File: src/rtl/i2cm_pkg.sv
// Package for the I2C master byte engine: action codes, controller states
// and the packed command and response beat types. No dependencies.
`timescale 1ns / 1ps
`default_nettype none

package i2cm_pkg;

	// Action codes carried by a command beat.
	localparam logic [2:0] ACT_TICK  = 3'd0;
	localparam logic [2:0] ACT_START = 3'd1;
	localparam logic [2:0] ACT_STOP  = 3'd2;
	localparam logic [2:0] ACT_WRITE = 3'd3;
	localparam logic [2:0] ACT_READ  = 3'd4;

	// Bit position of the most significant data bit, and the bit count that
	// marks the acknowledge slot.
	localparam int unsigned BYTE_MSB = 7;
	localparam logic [3:0]  ACK_SLOT = 4'd8;

	typedef enum logic [2:0] {
		OP_IDLE  = 3'd0,
		OP_START = 3'd1,
		OP_STOP  = 3'd2,
		OP_WRITE = 3'd3,
		OP_READ  = 3'd4
	} op_t;

	typedef struct packed {
		logic [2:0] action;
		logic [7:0] data_byte;
		logic       ack_bit;
		logic       sda_level;
	} cmd_t;

	typedef struct packed {
		logic       scl_drive_low;
		logic       sda_drive_low;
		logic       busy_res;
		logic       done_res;
		logic [7:0] read_byte;
		logic       ack_level;
	} rsp_t;

endpackage

`default_nettype wire

File: src/rtl/i2c_master_byte_engine.sv
// I2C master byte engine, top level. A command beat is captured in the input
// register at acceptance; its result is taken into the response register when
// the sequencer fires, which waits while the response register is full and stalled.
// Throughput: one command beat per cycle while the response side does not stall.
// Reset: arst_n clears both stages and the sequencer, leaving both lines released.
// Depends on i2cm_pkg and i2cm_core.
`timescale 1ns / 1ps
`default_nettype none

module i2c_master_byte_engine
	import i2cm_pkg::*;
(
	input  wire logic clk,
	input  wire logic arst_n,
	input  wire logic cmd_valid,
	output logic      cmd_stall,
	input  wire cmd_t cmd,
	output logic      rsp_valid,
	input  wire logic rsp_stall,
	output rsp_t      rsp
);

	// The command beat is first captured in an input register. The sequencer
	// processes it, and updates its state, in the cycle that the response
	// register can take the result: when it is empty or is being emptied.
	// The input register therefore refills in the same cycle, so a steady
	// stream of beats flows at one per cycle while downstream takes them.

	logic cmd_valid_s1;
	cmd_t cmd_s1;
	logic rsp_valid_q;
	rsp_t rsp_q;
	rsp_t res;
	logic fire;

	assign fire      = cmd_valid_s1 && (!rsp_valid_q || !rsp_stall);
	assign cmd_stall = cmd_valid_s1 && !fire;

	i2cm_core u_core (
		.clk   (clk),
		.arst_n(arst_n),
		.step  (fire),
		.item  (cmd_s1),
		.res   (res)
	);

	// Input register: holds a beat until the sequencer has consumed it.
	always_ff @(posedge clk or negedge arst_n) begin
		if (!arst_n) begin
			cmd_valid_s1 <= 1'b0;
		end else if (!cmd_stall) begin
			cmd_valid_s1 <= cmd_valid;
		end
	end

	always_ff @(posedge clk) begin
		if (cmd_valid && !cmd_stall) begin
			cmd_s1 <= cmd;
		end
	end

	// Response register: a finished result waits here while the next beat is
	// already held in the input register.
	always_ff @(posedge clk or negedge arst_n) begin
		if (!arst_n) begin
			rsp_valid_q <= 1'b0;
		end else if (fire) begin
			rsp_valid_q <= 1'b1;
		end else if (!rsp_stall) begin
			rsp_valid_q <= 1'b0;
		end
	end

	always_ff @(posedge clk) begin
		if (fire) begin
			rsp_q <= res;
		end
	end

	assign rsp_valid = rsp_valid_q;
	assign rsp       = rsp_q;

endmodule

`default_nettype wire

File: src/rtl/i2cm_core.sv
// Bus sequencer of the I2C master: controller state registers and the
// next-state logic for one command beat. Depends on i2cm_pkg.
`timescale 1ns / 1ps
`default_nettype none

module i2cm_core
	import i2cm_pkg::*;
(
	input  wire logic clk,
	input  wire logic arst_n,
	input  wire logic step,
	input  wire cmd_t item,
	output rsp_t      res
);

	op_t        op_q, op_d;
	logic [1:0] phase_q, phase_d;
	logic [3:0] count_q, count_d;
	logic [7:0] shift_q, shift_d;
	logic       scl_q, scl_d;
	logic       sda_q, sda_d;
	logic       ack_q, ack_d;
	logic       done;
	logic [7:0] rbyte;
	logic       alev;

	// Next controller state.
	always_comb begin
		op_d = op_q;
		case (op_q)
			OP_IDLE: begin
				case (item.action)
					ACT_START: op_d = OP_START;
					ACT_STOP:  op_d = OP_STOP;
					ACT_WRITE: op_d = OP_WRITE;
					ACT_READ:  op_d = OP_READ;
					default:   op_d = OP_IDLE;
				endcase
			end
			OP_START, OP_STOP: begin
				if (item.action == ACT_TICK && phase_q == 2'd2) begin
					op_d = OP_IDLE;
				end
			end
			OP_WRITE, OP_READ: begin
				if (item.action == ACT_TICK && phase_q != 2'd0 && count_q >= ACK_SLOT) begin
					op_d = OP_IDLE;
				end
			end
			default: op_d = OP_IDLE;
		endcase
	end

	// Line drivers, shift register, counters and the result fields.
	always_comb begin
		phase_d = phase_q;
		count_d = count_q;
		shift_d = shift_q;
		scl_d   = scl_q;
		sda_d   = sda_q;
		ack_d   = ack_q;
		done    = 1'b0;
		rbyte   = 8'd0;
		alev    = 1'b0;
		if (op_q == OP_IDLE) begin
			case (item.action)
				ACT_START: begin
					phase_d = 2'd0;
					scl_d   = 1'b0;
					sda_d   = 1'b0;
				end
				ACT_STOP: begin
					phase_d = 2'd0;
					sda_d   = 1'b1;
				end
				ACT_WRITE: begin
					phase_d = 2'd0;
					count_d = 4'd0;
					shift_d = item.data_byte;
					sda_d   = ~item.data_byte[BYTE_MSB];
				end
				ACT_READ: begin
					phase_d = 2'd0;
					count_d = 4'd0;
					shift_d = 8'd0;
					ack_d   = item.ack_bit;
					sda_d   = 1'b0;
				end
				default: begin
				end
			endcase
		end else if (item.action == ACT_TICK) begin
			if (op_q == OP_START || op_q == OP_STOP) begin
				case (phase_q)
					2'd0: begin
						if (op_q == OP_START) sda_d = 1'b1;
						else scl_d = 1'b0;
						phase_d = 2'd1;
					end
					2'd1: begin
						if (op_q == OP_START) scl_d = 1'b1;
						else sda_d = 1'b0;
						phase_d = 2'd2;
					end
					default: begin
						phase_d = 2'd0;
						done    = 1'b1;
					end
				endcase
			end else if (phase_q == 2'd0) begin
				scl_d   = 1'b0;
				phase_d = 2'd1;
			end else begin
				// Second half of a bit slot: sample, pull SCL and set up the next bit.
				scl_d   = 1'b1;
				phase_d = 2'd0;
				if (count_q >= ACK_SLOT) begin
					done    = 1'b1;
					count_d = 4'd0;
					if (op_q == OP_WRITE) begin
						ack_d = item.sda_level;
						alev  = item.sda_level;
					end else begin
						rbyte = shift_q;
					end
				end else begin
					count_d = count_q + 4'd1;
					if (op_q == OP_WRITE) begin
						shift_d = {shift_q[6:0], 1'b0};
						sda_d   = (count_d < ACK_SLOT) ? ~shift_d[BYTE_MSB] : 1'b0;
					end else begin
						shift_d = {shift_q[6:0], item.sda_level};
						sda_d   = (count_d < ACK_SLOT) ? 1'b0 : ~ack_q;
					end
				end
			end
		end
	end

	always_comb begin
		res.scl_drive_low = scl_d;
		res.sda_drive_low = sda_d;
		res.busy_res      = (op_d != OP_IDLE);
		res.done_res      = done;
		res.read_byte     = rbyte;
		res.ack_level     = alev;
	end

	always_ff @(posedge clk or negedge arst_n) begin
		if (!arst_n) begin
			op_q    <= OP_IDLE;
			phase_q <= 2'd0;
			count_q <= 4'd0;
			shift_q <= 8'd0;
			scl_q   <= 1'b0;
			sda_q   <= 1'b0;
			ack_q   <= 1'b0;
		end else if (step) begin
			op_q    <= op_d;
			phase_q <= phase_d;
			count_q <= count_d;
			shift_q <= shift_d;
			scl_q   <= scl_d;
			sda_q   <= sda_d;
			ack_q   <= ack_d;
		end
	end

endmodule

`default_nettype wire

File: config.mk
export PLATFORM = sky130hd
export DESIGN_NAME = i2c_master_byte_engine
export DESIGN_NICKNAME = d
export VERILOG_FILES = /design/src/rtl/i2cm_pkg.sv /design/src/rtl/i2c_master_byte_engine.sv /design/src/rtl/i2cm_core.sv
export SDC_FILE = /design/constraint.sdc
export NUM_CORES = 1
export LEC_CHECK = 0
export ABC_AREA = 1
export BUFFER_PORTS_ARGS = -buffer_cell sky130_fd_sc_hd__buf_4
export CAP_MARGIN = 20
export CORE_MARGIN = 3
export CORE_UTILIZATION = 50
export CTS_CLUSTER_SIZE = 30
export DETAILED_ROUTE_END_ITERATION = 12
export PLACE_DENSITY = 0.71
export SETUP_SLACK_MARGIN = 0.2
export SLEW_MARGIN = 30
export SYNTH_ARGS = -nofsm -noshare
export SYNTH_HDL_FRONTEND = slang
export SYNTH_SLANG_ARGS = --single-unit
File: constraint.sdc
create_clock -name clk -period 2.2 [get_ports clk]
set_input_delay 0 -clock clk [delete_from_list [all_inputs] [get_ports clk]]
set_output_delay 0 -clock clk [all_outputs]
set_load 0.05 [all_outputs]
==> results of run 1 <==
[cells in the final DEF (no fill, tap or decap)]
cell           netlist  final
nand2_2              3      3
inv_4                1      1
clkinvlp_4           0      1
nand3_2              2      2
nor2_1              30     29
xor2_1               1      1
nand4_1              1      1
edfxtp_1            26     26
nor3_1               1      1
o21ai_2              8      8
a22oi_1              7      7
inv_1               31     31
o2111ai_4            1      1
inv_2                1      1
dlygate4sd3_1        0     16
nand2_1             55     55
clkinv_2             0      2
clkbuf_8             0      5
clkinv_4             1      1
a21oi_1             11     11
o211ai_4             1      1
ha_1                 2      2
nand2_4              3      3
o211ai_1             1      1
buf_4                1     32
bufinv_16            0      1
nor2_2               3      4
nor2_4               2      2
o21ai_0             10     10
dfrtp_1             22     22
nand3_1             13     13
[power by group through the flow]
stage	Clock (mW)	Sequential, mW	Combinational, mW
floorplan	0	1.46	1.15
CTS	0.630	1.35	1.59
finish	0.623	1.35	1.58
global route	0.671	1.38	1.77
detailed placement	0	1.37	1.56
global placement	0	1.36	1.54
[worst max-delay path, delay by kind of cell, from the launching register on]
| kind | cells | cell delay, ns |
|---|---|---|
| buf+inv | 1 | 0.06 |
| simple gates | 5 | 0.70 |
| flops | 1 | 0.47 |
| compound gates | 2 | 0.35 |
[layer usage]
layer  up-vias  share of wire [%]
li1        891                  -
met2        48                 45
met5         -                  0
met1       741                 47
met4         0                2.3
met3         8                5.3
[state kept, by name, summed over array words and instances (netlist names)]
name / count
u_core.phase_q: 2
u_core.scl_q: 1
u_core.sda_q: 1
u_core.count_q: 4
u_core.shift_q: 8
u_core.ack_q: 1
rsp_valid: 1
cmd_s1: 13
cmd_valid_s1: 1
rsp: 13
u_core.op_q: 3
[cells by family (layout without fill, tap and decap cells)]
| group | Yosys count | count (layout) |
|---|---|---|
| xor+xnor | 1 | 1 |
| compound gates | 39 | 39 |
| fa+ha+maj | 2 | 2 |
| buf+inv | 37 | 91 |
| flops | 48 | 48 |
| simple gates | 113 | 113 |
[area by class of cell]
cell class	count	share of cell area, %
Tap cell	52	2.26
Clock buffer	5	2.39
Multi-Input combinational cell	155	28.8
Sequential cell	48	46.3
Inverter	35	4.87
Timing Repair Buffer	48	13.9
Clock inverter	3	1.48
[final timing paths]
path | end | start | slack, ns
max | u_core.shift_q[3]$_DFFE_PN0P_ | u_core.op_q[0]$_DFFE_PN0P_ | 0.50
min | u_core.scl_q$_DFFE_PN0P_ | arst_n | 0.12
max reg2reg | u_core.shift_q[3]$_DFFE_PN0P_ | u_core.op_q[0]$_DFFE_PN0P_ | 0.50
min reg2reg | rsp_valid$_DFFE_PN0P_ | cmd_valid_s1$_DFFE_PN0N_ | 0.50
max in group asynchronous | u_core.sda_q$_DFFE_PN0P_ | arst_n | 1.86
min in group clk | cmd_s1[5]$_DFFE_PP_ | cmd[5] | 0.41
==> results by group, run 1 <==
Status
  – Outcome: finished clean

Die
  – Die area: about 0.0055 sq mm
  – Row count: 24
  – Effective utilization at floorplan: around 52%
  – CORE AREA: between 0.004 and 0.005 sq mm
  – IO Count: 32
  – Die Height: 74.0 um
  – Die Wd: between 70 and 80 um

Critical path
  – FF-to-FF path depth: 8
  – Critical Path AT: ~1.9 ns
  – CP peak stage delay: roughly 0.47 ns
  – Setup CP Type: reg -> reg
  – Worst path cell trace: nor2_4 -> nand2_4 -> nand2_4 -> nand2_4 -> clkinv_4 -> o2111ai_4 -> nand2_1 -> o21ai_2
  – Element type at the critical path end: register
  – CP required: about 2.4 ns
  – Crit path max fanout: 16
  – Most used cell, CP: nand2_4
  – Critical path's slowest cell: dfrtp_1
  – CP Launch Type: register

Power and ir drop
  – Sw frac: 42.7%
  – Power Internal: roughly 2.0 mW
  – Tot Pwr: ~3.6 mW
  – Leakage Power: about 1.3 nW
  – Peak VDD IR: 693 uV
  – Combinational power share: between 40% and 50%
  – Pwr/cell area: approximately 1200 mW/mm^2
  – Sw power: between 1.5 and 2 mW
  – Sequential power share: between 30% and 40%
  – Clock share of power: ~18%

Detailed routing
  – First drt pass iteration count: 4
  – DR WL/cell: about 13 um
  – Vias per Instance: roughly 5
  – Initial DRC count: about 130
  – DRC viols: 0
  – Vias: 1688
  – Final antenna-violating net count: 0
  – DRT Wirelength: 4330 um

Synthesis
  – Prevailing post-synth register cell: edfxtp_1
  – Sequential element share of the synthesized area: between 50% and 60%
  – Synthesis Warnings: 0
  – Post-Synth XOR/XNOR Area: less than 1%
  – Post-Syn Nets: ~260
  – Synth area leader: edfxtp_1
  – Syn Inst Count: 240
  – Post-synthesis compound-gate area fraction: between 10% and 20%
  – Synth Area in Adders: under 10%
  – Yosys top cell area share: between 30% and 40%
  – Synth Cell Area: 0.00231 sq mm
  – Synth Area in Simple Gates: between 20 and 25%
  – FFs w/ async S/R, synth: between 40% and 50%
  – Post-synthesis mux area share: 0%
  – Post-synth top cells: 55 x nand2_1, 31 x inv_1, 30 x nor2_1
  – Largest family of logic cells by synthesized area: simple AND/OR/NAND/NOR gates
  – Distinct cell type count after synthesis: 28
  – EDFF count, synth: 26
  – Synthesized flop and latch total: 48
  – Top post-synthesis cells by area: edfxtp_1 34%, dfrtp_1 24%, nand2_1 8.9%
  – Post-Syn Area per Cell: 9.64 sq um
  – Most frequent cell after synthesis: nand2_1

Finish
  – Core Util, Final: 65.2%
  – Layout cells sized above 1: between 20% and 30%
  – N_diodes: 0
  – Multi-input gate area: about 830 sq um
  – Filler instances: roughly 350
  – Final Net Count: 312
  – Area delta synth->final: 24.3%
  – Layout Cells excl Fill: 346
  – FF/Latch Area: around 0.0013 sq mm
  – Fin area: approximately 0.0029 sq mm

Placement
  – Placed Area: around 0.0026 sq mm
  – Placed insts: around 320
  – GP Congestion: roughly 0.91
  – Port bufs: 31
  – Dpl ws: 0.525 ns
  – HPWL Detailed: just over 3000 um

CTS
  – Clock Pin Slew Worst Setup and Hold Paths: 0.09 ns
  – Clk_lat worst skew: about 0.30 ns
  – CTS Buf Count: 5
  – Clock sinks: 48
  – Setup Buffers After CTS: 0
  – CTS H-tree depth: 2
  – Root buffer cell: clkbuf_8
  – CTS Buffer Depth: 2
  – CTS tree: done
  – Post-CTS Hold Buffers: 16
  – Post-cts sizing count: 0

STA
  – # setup viols final: 0
  – Slew margin rel.: ~62%
  – Count of final hold-check violations: 0
  – Tcrit/Tclk final: approximately 77%
  – Fin. max-slew vios: 0
  – Fmax: about 590 MHz
  – Unrepaired setup endpoints after global routing: false
  – Clk_skew: roughly 0.0074 ns
  – Setup_tns: 0 ns
  – Worst Tran Pin Value: around 0.57 ns
  – Tmin final: approximately 1.7 ns
  – Final setup margin: about 0.50 ns
  – Hold Worst Slack: ~0.12 ns

GRT
  – Initial antenna violation count: 0
  – Met3 global-route usage: 4.05%
  – First-pass GRT wire length: between 7000 and 8000 um
  – Vias in the first global route: ~1.5k
  – Met2 global-route usage: 25.8%
  – Met1 Resource Use GR: about a quarter
  – GRT Total Usage: between 10% and 20%
  – Grt total ovfl: 0
  – Grt peak-use layer: met2
  – Largest net degree at the start of global routing: 23

Job
  – Max Cap Violations: 0

Worst hold path
  – Hold Path Class: in -> async
No activity file was read; power rests on OpenSTA's default activity.
==> inputs of run 2 (changes only) <==
ABC_AREA = 0   (was 1)
clock period = 1.61 ns   (was 2.2 ns; I/O delays follow)
==> run 2 against run 1 <==
  * The flow now finishes with violations (negative setup slack)
  * Area after synthesis rose by 1.5%
  * Sequential power up 33%
  * Routed wire length increased by 66%
  * Largest cell class unchanged
  * Highest routed layer unchanged
==> results by group, run 2 <==
Die
  – Effective utilization at floorplan: 52.8% (+0.41 points)
  – CORE AREA: 0.00444 sq mm (+0.68%)
  – Die Wd: 74.5 um (+0.67%)
  – Die Height: 74.5 um (+0.67%)
  – IO Count: 32 (unchanged)
  – Row count: 24 (unchanged)
  – Die area: 0.00556 sq mm (+1.3%)

Critical path
  – Element type at the critical path end: register
  – CP required: 1.68 ns (-0.70 ns)
  – Top delay family on crit path: compound AO/OA/AOI/OAI gates
  – Setup CP Type: reg -> reg
  – CP peak stage delay: 0.45 ns (-0.02 ns)
  – Critical path's slowest cell: edfxtp_1
  – WP buf/inv: 1 (unchanged)
  – Critical Path AT: 1.95 ns (+0.06 ns)
  – Most used cell, CP: o21ai_1
  – Worst path cell trace: buf_6 -> or3_4 -> o21ai_1 -> o21ai_1 -> a211o_1
  – Crit path max fanout: 5 (-11)
  – CP Launch Type: register

GRT
  – Largest net degree at the start of global routing: 23 (unchanged)
  – Vias in the first global route: 2059 (+33%)
  – GRT Total Usage: 24.9% (+7.4 points)
  – First-pass GRT wire length: 10100 um (+42%)
  – Grt total ovfl: 0 (unchanged)
  – Initial antenna violation count: 0 (unchanged)

Status
  – Violated checks: negative setup slack
  – Outcome: finished, violations left

Synthesis
  – Post-synth top cells: 26 x edfxtp_1, 22 x dfrtp_1, 22 x o21ai_0
  – FFs w/ async S/R, synth: 45.8% (unchanged)
  – Post-Syn Nets: 233 (-10%)
  – Syn Inst Count: 214 (-11%)
  – Distinct cell type count after synthesis: 50 (+79%)
  – Synthesis Warnings: 0 (unchanged)
  – Top post-synthesis cells by area: edfxtp_1 33%, dfrtp_1 23%, o21ai_0 4.7%
  – Post-Syn Area per Cell: 11.0 sq um (+14%)
  – Prevailing post-synth register cell: edfxtp_1
  – Yosys top cell area share: 33.2% (-0.49 points)
  – Synth Cell Area: 0.00235 sq mm (+1.5%)
  – Synth area leader: edfxtp_1
  – Sequential element share of the synthesized area: 56.7% (-0.83 points)
  – Synthesized flop and latch total: 48 (unchanged)
  – Most frequent cell after synthesis: edfxtp_1
  – EDFF count, synth: 26 (unchanged)

Power and ir drop
  – Clock share of power: 18.4% (+0.9 points)
  – Sw frac: 39.4% (-3.3 points)
  – Leakage Power: 1.49 nW (+13%)
  – Combinational power share: 50.7% (+6.2 points)
  – Sw power: 2.28 mW (+50%)
  – Pwr/cell area: 1610 mW/mm^2 (+30%)
  – Peak VDD IR: 985 uV (+42%)
  – Power Internal: 3.51 mW (+73%)
  – Sequential power share: 30.9% (-7.1 points)

CTS
  – Clock sinks: 48 (unchanged)
  – CTS H-tree depth: 2 (unchanged)
  – Root buffer cell: clkbuf_8
  – CTS tree: done
  – Clk_lat worst skew: 0.31 ns (about the same)
  – CTS Buffer Depth: 2 (unchanged)
  – Clock Pin Slew Worst Setup and Hold Paths: 0.10 ns (about the same)
  – CTS Buf Count: 5 (unchanged)

STA
  – Count of final hold-check violations: 0 (unchanged)
  – # setup viols final: 31 (+31)
  – Fin. max-slew vios: 0 (unchanged)
  – Clk_skew: 0.00935 ns (+0.00198 ns)
  – Final setup margin: -0.266 ns (-0.765 ns)
  – Slew margin rel.: 74.1% (+12 points)
  – Tmin final: 1.88 ns (+0.175 ns)
  – Worst Tran Pin Value: 0.387 ns (-0.182 ns)
  – Tcrit/Tclk final: 117% (+39 points)
  – Hold Worst Slack: 0.118 ns (+0.000811 ns)
  – Fmax: 533 MHz (-9.3%)
  – Unrepaired setup endpoints after global routing: true

Finish
  – Commonest non-fill, non-tap cells in the layout: 63 x buf_4, 26 x edfxtp_1, 21 x dfrtp_1
  – Core Util, Final: 80.9% (+16 points)
  – Layout cells sized above 1: 46.7% (+24 points)
  – Final Net Count: 322 (+3.2%)
  – N_diodes: 0 (unchanged)
  – Area delta synth->final: 53.0%
  – Commonest non-fill, non-tap cell in the layout: buf_4

Detailed routing
  – First drt pass iteration count: 5 (+1)
  – Vias per Instance: 6.06 (+24%)
  – DR WL/cell: 20.3 um (+62%)
  – Final antenna-violating net count: 0 (unchanged)
  – DRC viols: 0 (unchanged)
  – DRT Wirelength: 7210 um (+66%)
  – Vias: 2156 (+28%)
  – Initial DRC count: 254 (+100%)

Job
  – Max Cap Violations: 0 (unchanged)

Placement
  – HPWL Detailed: 3740 um (+20%)
  – GP Congestion: 0.903 (-0.30%)
  – Port bufs: 31 (unchanged)

Worst hold path
  – Hold Path Class: in -> async
run 2: cell count changes after synthesis, sizes merged, moves of 4 or more:
cell / change
a21o: +4
and3: +9
buf: +7
clkbuf: +6
inv: -27
nand2: -41
nand3: -11
nor2: -22
nor3: +5
o21ai: +8
or3: +4
run 2: power by group through the flow:
stage | Sequential, mW | Combinational (mW) | Clock, mW
final | 1.79 | 2.94 | 1.06
after global routing | 1.80 | 3.11 | 1.12
after CTS | 1.74 | 2.54 | 1.05
after detailed placement | 1.74 | 2.14 | 0
after global placement | 1.73 | 2.11 | 0
after floorplan | 1.85 | 1.30 | 0
run 2: area by class of cell:
type / count / area (sq um)
fillers: 237 / 851
clock inverters: 3 / 68.8
inverters: 7 / 28.8
well taps: 52 / 65.1
multi-input cells: 145 / 1190
flip-flops and latches: 48 / 1330
clock buffers: 5 / 68.8
repair buffers: 96 / 842
run 2: routing by layer:
metal  vias to the layer above  track usage [%]  wire [um]
met1                      1030             30.5       2920
li1                        978                -          -
met4                         0             13.6        229
met3                        24             5.14        446
met5                         -                0          0
met2                       124             41.3       3620
run 2: worst reg2reg max path, delay by kind of cell, from the launching register on:
family | cells | cell delay [ns]
DFF | 1 | 0.45
and+or+nand+nor | 1 | 0.44
buffers and inverters | 1 | 0.15
AOI/OAI and AO/OA | 3 | 0.61
run 2: logic make-up after synthesis:
| family | Yosys count | share of synthesized area [%] |
|---|---|---|
| flip-flops | 48 | 56.7 |
| AND/OR/NAND/NOR | 67 | 14.6 |
| adder cells (fa/ha/maj) | 2 | 1.07 |
| buffers and inverters | 22 | 5.11 |
| AO/OA/AOI/OAI | 69 | 20.0 |
| XOR/XNOR | 3 | 1.12 |
| multiplexers | 3 | 1.44 |
run 2: final timing paths:
| path | startpoint | to | slack (ns) | depth (start not counted) |
|---|---|---|---|---|
| hold / removal | arst_n | u_core.phase_q[1]$_DFFE_PN0P_ | 0.12 | 2 |
| setup / recovery | cmd_s1[11]$_DFFE_PP_ | rsp[10]$_DFFE_PP_ | -0.27 | 5 |
| max in group asynchronous | arst_n | rsp_valid$_DFFE_PN0P_ | 1.22 | 2 |
| min in group clk | cmd[3] | cmd_s1[3]$_DFFE_PP_ | 0.40 | 2 |
| setup reg to reg | cmd_s1[11]$_DFFE_PP_ | rsp[10]$_DFFE_PP_ | -0.27 | 5 |
| hold reg to reg | cmd_s1[3]$_DFFE_PP_ | u_core.shift_q[1]$_DFFE_PN0P_ | 0.53 | 2 |
run 2: through the flow:
| stage | worst slack (ns) | cells | TNS, ns | total power, mW | instance area (sq um) |
|---|---|---|---|---|---|
| floorplan | -0.260 | 214 | -1.72 | 3.15 | 2380 |
| global placement | -0.142 | 318 | -1.31 | 3.85 | 2860 |
| detailed placement | -0.180 | 318 | -1.87 | 3.88 | 2860 |
| CTS | -0.150 | 351 | -1.63 | 5.32 | 3410 |
| global route | -0.333 | 356 | -6.24 | 6.03 | 3590 |
| finish | -0.266 | 356 | -4.58 | 5.79 | 3590 |
run 2: timing repair:
action	4_1_cts	5_1_grt
hold endpoints to repair	37	0
buffers inserted	8	5
cloned	1	0
resized for setup	54	33
hold buffers	16	0
pin swaps	20	18
setup endpoints to repair	33	45
==> inputs of run 3 (changes only) <==
PLACE_DENSITY = 0.74   (was 0.71)
==> run 3 against run 2 <==
  * The flow still finishes with violations (negative setup slack)
  * Clock power decreased by 12%
  * Flip-flop and latch count unchanged
  * Combinational power increased by 3%
  * Sequential power about the same
  * Register-to-register slack about the same
  * Worst hold slack got worse by 0.0030 ns
  * Critical path depth increased by 1
  * Final cell count increased by 2.5%
==> results by group, run 3 (same netlist as run 2, synthesis figures left out) <==
Power and ir drop
  – Sw frac: 40.2% (+0.78 points)
  – Power Internal: 3.43 mW (-2.2%)
  – Pwr/cell area: 1560 mW/mm^2 (-2.9%)
  – Sw power: 2.30 mW (+1.1%)
  – Clock share of power: 16.3% (-2.1 points)
  – Leakage Power: 1.51 nW (+1.1%)
  – Sequential power share: 31.0% (about the same)
  – Peak VDD IR: 935 uV (-5.1%)
  – Combinational power share: 52.6% (+1.9 points)

Critical path
  – Critical Path AT: 2.09 ns (+0.14 ns)
  – Element type at the critical path end: register
  – Setup CP Type: reg -> reg
  – Worst path cell trace: buf_6 -> or3b_4 -> a21oi_4 -> buf_6 -> o211ai_4 -> o21ai_1
  – CP required: 1.84 ns (+0.16 ns)
  – Critical path's slowest cell: edfxtp_1
  – Crit path max fanout: 8 (+3)
  – Most used cell, CP: buf_6
  – CP peak stage delay: 0.45 ns (about the same)
  – CP Launch Type: register

CTS
  – Clock sinks: 48 (unchanged)
  – Root buffer cell: clkbuf_8
  – CTS Buffer Depth: 2 (unchanged)
  – CTS tree: done
  – Clock Pin Slew Worst Setup and Hold Paths: 0.10 ns (about the same)
  – CTS Buf Count: 5 (unchanged)
  – CTS H-tree depth: 2 (unchanged)
  – Clk_lat worst skew: 0.31 ns (about the same)

Die
  – Die Height: 74.5 um (unchanged)
  – Effective utilization at floorplan: 52.8% (unchanged)
  – Die area: 0.00556 sq mm (unchanged)
  – Row count: 24 (unchanged)
  – CORE AREA: 0.00444 sq mm (unchanged)
  – Die Wd: 74.5 um (unchanged)
  – IO Count: 32 (unchanged)

Detailed routing
  – Vias: 2181 (+1.2%)
  – Initial DRC count: 195 (-23%)
  – First drt pass iteration count: 4 (-1)
  – Final antenna-violating net count: 0 (unchanged)
  – DRC viols: 0 (unchanged)
  – DR WL/cell: 19.4 um (-4.3%)
  – Vias per Instance: 5.98 (-1.3%)
  – DRT Wirelength: 7080 um (-1.8%)

Finish
  – Filler instances: 220 (-7.2%)
  – N_diodes: 0 (unchanged)
  – Commonest non-fill, non-tap cells in the layout: 71 x buf_4, 26 x edfxtp_1, 21 x dfrtp_1
  – Layout cells sized above 1: 51.1% (+4.4 points)
  – Commonest non-fill, non-tap cell in the layout: buf_4
  – Final Net Count: 331 (+2.8%)
  – Multi-input gate area: 0.00123 sq mm (+3.4%)
  – FF/Latch Area: 0.00133 sq mm (unchanged)
  – Area delta synth->final: 56.3%

STA
  – Tcrit/Tclk final: 116% (-0.65 points)
  – Fin. max-slew vios: 0 (unchanged)
  – # setup viols final: 30 (-3.2%)
  – Worst Tran Pin Value: 0.378 ns (-0.00868 ns)
  – Fmax: 536 MHz (+0.56%)
  – Final setup margin: -0.255 ns (+0.0104 ns)
  – Unrepaired setup endpoints after global routing: true
  – Clk_skew: 0.0105 ns (+0.00112 ns)
  – Count of final hold-check violations: 0 (unchanged)
  – Slew margin rel.: 74.6% (+0.50 points)
  – Tmin final: 1.87 ns (-0.0104 ns)
  – Hold Worst Slack: 0.115 ns (-0.00298 ns)

GRT
  – Grt peak-use layer: met2
  – Met2 global-route usage: 39.5% (-1.8 points)
  – Met3 global-route usage: 4.05% (-1.1 points)
  – GRT Total Usage: 23.1% (-1.9 points)
  – Met1 Resource Use GR: 30.2% (-0.28 points)
  – First-pass GRT wire length: 9610 um (-5.2%)
  – Grt total ovfl: 0 (unchanged)
  – Initial antenna violation count: 0 (unchanged)
  – Vias in the first global route: 1966 (-4.5%)
  – Largest net degree at the start of global routing: 23 (unchanged)

Placement
  – HPWL Detailed: 3850 um (+2.9%)
  – Port bufs: 31 (unchanged)
  – Dpl ws: -0.147 ns (+0.0329 ns)
  – GP Congestion: 0.971 (+7.5%)

Worst hold path
  – Hold Path Class: in -> async

Job
  – Max Cap Violations: 0 (unchanged)

Status
  – Violated checks: negative setup slack
  – Outcome: finished, violations left
## run 3: cell count changes in the layout (fill, tap and decap cells not counted), moves of 2 or more
cell | previous run | this run
buf_12 | 2 | 0
and3_4 | 4 | 9
o21ai_2 | 4 | 8
o21ai_1 | 16 | 13
buf_4 | 63 | 71
buf_6 | 15 | 17
and3_1 | 5 | 0
## run 3: area by class of cell
class / count / area share (%)
tap: 52 / 1.77
clock inverter: 2 / 1.06
multi-input combinational: 145 / 33.4
clock buffer: 6 / 2.25
timing repair buffer: 105 / 24.4
sequential: 48 / 36.3
inverter: 7 / 0.784
## run 3: what timing repair did
item / 4_1_cts / 5_1_grt
endpoints found under the setup margin: 33 / 44
hold buffers: 17 / 0
buffers inserted: 2 / 15
hold endpoints to repair: 37 / 0
gates cloned: 0 / 2
resized for setup: 45 / 49
pin swaps: 18 / 27
## run 3: power by group through the flow
stage               clock network (mW)  logic (mW)  registers, mW
floorplan                            0        1.30           1.85
global placement                     0        2.09           1.74
detailed placement                   0        2.11           1.75
CTS                              0.935        2.43           1.73
global route                     0.998        3.21           1.79
finish                           0.938        3.02           1.78
## run 3: worst paths after layout
check                                         start                       endpoint  slack (ns)  cells after the start
min                                          arst_n       u_core.scl_q$_DFFE_PN0P_        0.11                      2
min in group clk                            cmd[10]           cmd_s1[10]$_DFFE_PP_        0.40                      2
min reg2reg                cmd_valid_s1$_DFFE_PN0N_          rsp_valid$_DFFE_PN0P_        0.50                      1
max in group asynchronous                    arst_n          rsp_valid$_DFFE_PN0P_        1.23                      2
max                            cmd_s1[11]$_DFFE_PP_  u_core.shift_q[7]$_DFFE_PN0P_       -0.26                      6
max reg2reg                    cmd_s1[11]$_DFFE_PP_  u_core.shift_q[7]$_DFFE_PN0P_       -0.26                      6
## run 3: through the flow
stage | TNS (ns) | std cells | area [sq um] | util (%) | total power [mW]
after global placement | -1.51 | 321 | 2870 | 64.6 | 3.83
after detailed placement | -2.16 | 321 | 2870 | 64.6 | 3.86
after global routing | -5.13 | 365 | 3670 | 82.6 | 6.00
after CTS | -1.53 | 348 | 3350 | 75.4 | 5.10
after floorplan | -1.72 | 214 | 2380 | - | 3.15
final | -3.55 | 365 | 3670 | 82.6 | 5.74
## run 3: worst max-delay path, delay by kind of cell (launching register included)
family                 cells  cell delay, ns
and+or+nand+nor            1            0.40
DFF                        1            0.45
buffers and inverters      2            0.32
AOI/OAI and AO/OA          3            0.61
## run 3: routing by layer
layer  routed length, um  up-vias
met1                2740     1048
met4                 284        0
met5                   0        -
li1                    -      993
met2                3620      114
met3                 436       26
